`src/rtl/qctp_pkg.sv`:
```
// Types and constants shared by the quad channel touch position block.
package qctp_pkg;

  localparam int unsigned READING_BITS = 28;
  localparam int unsigned PREP_W       = READING_BITS + 1;
  localparam int unsigned GAIN_W       = 24;
  localparam int unsigned SHIFT_W      = 5;
  localparam int unsigned MASK_W       = 4;
  localparam int unsigned NUM_CH       = 4;
  localparam int unsigned CH_IDX_W     = 2;
  localparam int unsigned OVF_BIT      = 26;
  localparam int unsigned POS_W        = 40;
  localparam int unsigned FORCE_W      = 37;

  localparam int unsigned APB_DATA_W   = 32;
  localparam int unsigned APB_ADDR_W   = 5;
  localparam int unsigned REG_IDX_W    = 3;

  localparam logic [REG_IDX_W-1:0] REG_SHIFT_AMOUNT = 3'd0;
  localparam logic [REG_IDX_W-1:0] REG_GUARD_MASK   = 3'd1;
  localparam logic [REG_IDX_W-1:0] REG_GAIN_CH0     = 3'd2;
  localparam logic [REG_IDX_W-1:0] REG_GAIN_CH1     = 3'd3;
  localparam logic [REG_IDX_W-1:0] REG_GAIN_CH2     = 3'd4;
  localparam logic [REG_IDX_W-1:0] REG_GAIN_CH3     = 3'd5;

  localparam logic signed [GAIN_W-1:0] GAIN_RESET = 24'sd65536;

  typedef struct packed {
    logic [READING_BITS-1:0] reading_a;
    logic [READING_BITS-1:0] reading_b;
    logic [READING_BITS-1:0] reading_c;
    logic [READING_BITS-1:0] reading_d;
  } qctp_in_t;

  typedef struct packed {
    logic signed [POS_W-1:0] pos_x;
    logic signed [POS_W-1:0] pos_y;
    logic [FORCE_W-1:0]      touch_force;
    logic                    force_clamped;
  } qctp_out_t;

endpackage

```
`src/rtl/qctp_weigh.sv`:
```
// One channel: overflow-bit correction, right shift and gain multiply.
module qctp_weigh import qctp_pkg::*; #(
  parameter int unsigned GAIN_FRAC_BITS = 16,
  parameter int unsigned MAG_W          = PREP_W + GAIN_W - GAIN_FRAC_BITS
) (
  input  logic [READING_BITS-1:0] raw_i,
  input  logic                    guard_i,
  input  logic [SHIFT_W-1:0]      shift_i,
  input  logic signed [GAIN_W-1:0] gain_i,
  output logic [MAG_W-1:0]        mag_o,
  output logic                    neg_o
);

  localparam int unsigned PROD_W = PREP_W + GAIN_W;

  logic [PREP_W-1:0] prep;
  logic [PREP_W-1:0] shifted;
  logic [GAIN_W-1:0] gain_mag;
  logic [PROD_W-1:0] prod;

  // A set guard bit doubles the reading unless the overflow bit is already up.
  always_comb begin
    if (guard_i && !raw_i[OVF_BIT]) begin
      prep = {raw_i, 1'b0};
    end else begin
      prep = {1'b0, raw_i};
    end
  end

  assign shifted  = prep >> shift_i;
  // The most negative gain gives 2^23, which still fits unsigned.
  assign gain_mag = gain_i[GAIN_W-1] ? (~gain_i + 1'b1) : gain_i;
  assign prod     = PROD_W'(shifted) * PROD_W'(gain_mag);

  // Working on magnitudes makes the fraction drop truncate toward zero.
  assign mag_o = prod[PROD_W-1:GAIN_FRAC_BITS];
  assign neg_o = gain_i[GAIN_W-1];

endmodule

```
`config.mk`:
```
export PLATFORM = sky130hd
export DESIGN_NAME = qctp_weigh
export DESIGN_NICKNAME = d
export VERILOG_FILES = /design/src/rtl/qctp_pkg.sv /design/src/rtl/qctp_weigh.sv
export SDC_FILE = /design/constraint.sdc
export NUM_CORES = 2
export LEC_CHECK = 0
export BUFFER_PORTS_ARGS = -buffer_cell sky130_fd_sc_hd__buf_2
export CAP_MARGIN = 25
export CELL_PAD_IN_SITES_DETAIL_PLACEMENT = 0
export CELL_PAD_IN_SITES_GLOBAL_PLACEMENT = 1
export CORE_AREA = 2 2 251 253
export DETAILED_ROUTE_END_ITERATION = 6
export DIE_AREA = 0 0 253 255
export PLACE_DENSITY = 0.8
export SLEW_MARGIN = 20
export SYNTH_ARGS = -nofsm -noshare
export SYNTH_HDL_FRONTEND = slang
export SYNTH_SLANG_ARGS = --single-unit
```
`constraint.sdc`:
```
create_clock -name vclk -period 24.2
set_clock_uncertainty 0.1 [all_clocks]
set_input_delay 1.21 -clock vclk [all_inputs]
set_output_delay 1.21 -clock vclk [all_outputs]
set_load 0.05 [all_outputs]
```
==> summary.md <==
| Metric | Value |
|---|---|
| Synth area leaders | fa_1 (48%), inv_1 (10%), ha_1 (9.0%), nor2_1 (5.9%), nand2_1 (5.3%) |
| Status | completed |
| RSZ-0062 raised after global routing | false |
| Largest area contributor in the netlist | fa_1 |
| Gr usage total | 0.259 |
| Fin crit share | 0.561 |
| Pin count of the biggest net entering global routing | 47 |
| Final-report max-slew violation count | 0 |
| Hold crit path type | input pin to output port |
| Min Hold Slack | 2.85 ns |
| Vias in the first global route | 22.0k |
| Worst endpoint required time | 22.89 ns |
| Total Neg Setup Slack | 0 ns |
| Most frequent cells after synthesis | inv_1 (658), fa_1 (591), nor2_1 (383), nand2_1 (348), ha_1 (176) |
| Fillcell total | 6370 |
| Min-delay src | gain_i[23] |
| Count leader, synth | inv_1 |
| Vias per inst | 5.39 |
| Routed wire length per instance | 21.3 um |
| Core area | 0.0622 sq mm |
| Nets@finish | 3746 |
| Drt drc | 0 |
| Die H | 255 um |
| Area grow syn2layout | 6.30% |
| Hpwl dp | 64200 um |
| Hold Path End | neg_o |
| Port buffer count | 96 |
| I/O Pins | 96 |
| FP Rows | 92 |
| Post-route setup slack | 10.62 ns |
| Most frequent CP cell | fa_1 |
| Max cap viols | 0 |
| Slew of the pin with the lowest slew margin | 1.14 ns |
| Final GP Congestion | 0.916 |
| Syn nets | 3736 |
| Post-cts sizing count | 0 |
| Hold path depth | 2 |
| # setup viols final | 0 |
| Pre-CTS WS | 10.72 ns |
| Netlist cell types | 90 |
| Clk_buf instances | 0 |
| Diode count | 0 |
| Crit-path max cell delay | 0.83 ns |
| Register area share after synthesis | 0 |
| GR Overflow Total | 0 |
| CP max-delay cell | clkinv_1 |
| Die Footprint | 0.0645 sq mm |
| Initial Util | 0.393 |
| Post-CTS Hold Buffers | 0 |
| Avg Cell Area, Syn | 8.40 sq um |
| Hold Violations, Final | 0 |
| Global-route wire length before repair | 126000 um |
| Layout sequential cell count | 0 |
| Initial antenna violation count | 1 |
| Max transition margin | 0.243 |
| CP Launch Type | input pin |
| Critical path class | input pin to output port |
| Postcts setup bufs | 0 |
| DRT Pass-1 Iters | 5 |
| Worst setup EP type | output port |
| Syn Inst Count | 2911 |
| Share of post-route cells with drive strength above 1 | 0.0819 |
| WP data arrival | 12.27 ns |
| Ys Warns | 0 |
| Reg area | 0 sq um |
| 1st-iter DRT viols | 1474 |
| Die width | 253 um |
| Min cycle time layout | 13.58 ns |
| Crit-path max FO | 39 |
| Mapped cell area | 0.0245 sq mm |
| Routed vias | 20.1k |
| WL final | 79300 um |
| Post-synth top area share | 0.484 |
| Detail Route Antenna Nets | 0 |
| Fmax | 73.6 MHz |
routing by layer:
layer,vias to the layer above,wire length (um),GRT usage
met4,2,4390,0.119
met5,-,23,0
li1,8769,-,-
met2,780,39300,0.461
met3,205,6350,0.0401
met1,10300,29200,0.307
per-stage QoR:
stage / std cells / cell area, sq um / utilization
2_1_floorplan: 2911 / 24500 / -
3_3_place_gp: 3712 / 25900 / 0.417
3_5_place_dp: 3714 / 25900 / 0.417
4_1_cts: 3714 / 25900 / 0.417
5_1_grt: 3718 / 26000 / 0.418
6_report: 3718 / 26000 / 0.418
cells by family after synthesis:
group | Yosys count | synth area share
AO/OA/AOI/OAI | 286 | 0.0803
XOR/XNOR | 76 | 0.0272
adder cells (fa/ha/maj) | 767 | 0.574
buffers and inverters | 811 | 0.127
multiplexers | 61 | 0.0300
AND/OR/NAND/NOR | 910 | 0.161
worst max-delay path: cells and delay by family:
kind	cells	cell delay, ns
and+or+nand+nor	4	1.21
adders and majority gates	8	3.98
buffers and inverters	7	1.88
AOI/OAI and AO/OA	13	3.98
final cells by class:
type                       count  area [sq um]  share of cell area
timing repair buffer         159           980              0.0377
multi-input combinational   2100         21500               0.829
inverter                     660          2480              0.0953
tap                          799          1000              0.0385
worst max-delay path by stage:
stage,start,to,slack (ns)
floorplan,shift_i[2],mag_o[32],11.92
global placement,shift_i[0],mag_o[32],10.84
detailed placement,shift_i[0],mag_o[32],10.72
CTS,shift_i[0],mag_o[32],10.70
global route,shift_i[0],mag_o[32],9.93
finish,shift_i[0],mag_o[32],10.62
cell usage in the layout (no fill, tap or decap), types with 5 or more instances in the layout:
| cell type | count |
|---|---|
| nand3_1 | 19 |
| o21a_1 | 7 |
| o211ai_1 | 6 |
| and3b_1 | 7 |
| buf_4 | 58 |
| a21o_1 | 30 |
| nor2b_1 | 15 |
| nor2_1 | 379 |
| and2_1 | 12 |
| ha_1 | 176 |
| mux2_2 | 6 |
| mux2i_1 | 45 |
| xor2_1 | 23 |
| nor3_1 | 10 |
| xnor2_2 | 7 |
| o22ai_1 | 8 |
| nand2_1 | 348 |
| nand2b_1 | 36 |
| or2_2 | 14 |
| mux4_2 | 6 |
| o21ai_0 | 36 |
| inv_1 | 658 |
| buf_2 | 96 |
| a31oi_1 | 6 |
| o21bai_1 | 9 |
| nand4_1 | 18 |
| and3_1 | 7 |
| a21oi_1 | 88 |
| a211oi_1 | 37 |
| xnor2_1 | 38 |
| o22a_1 | 5 |
| or3_1 | 10 |
| fa_1 | 591 |
Power is left out: the tool's default activity adds up to more than one toggle a clock period on the data nets, which glitch-free logic cannot reach.
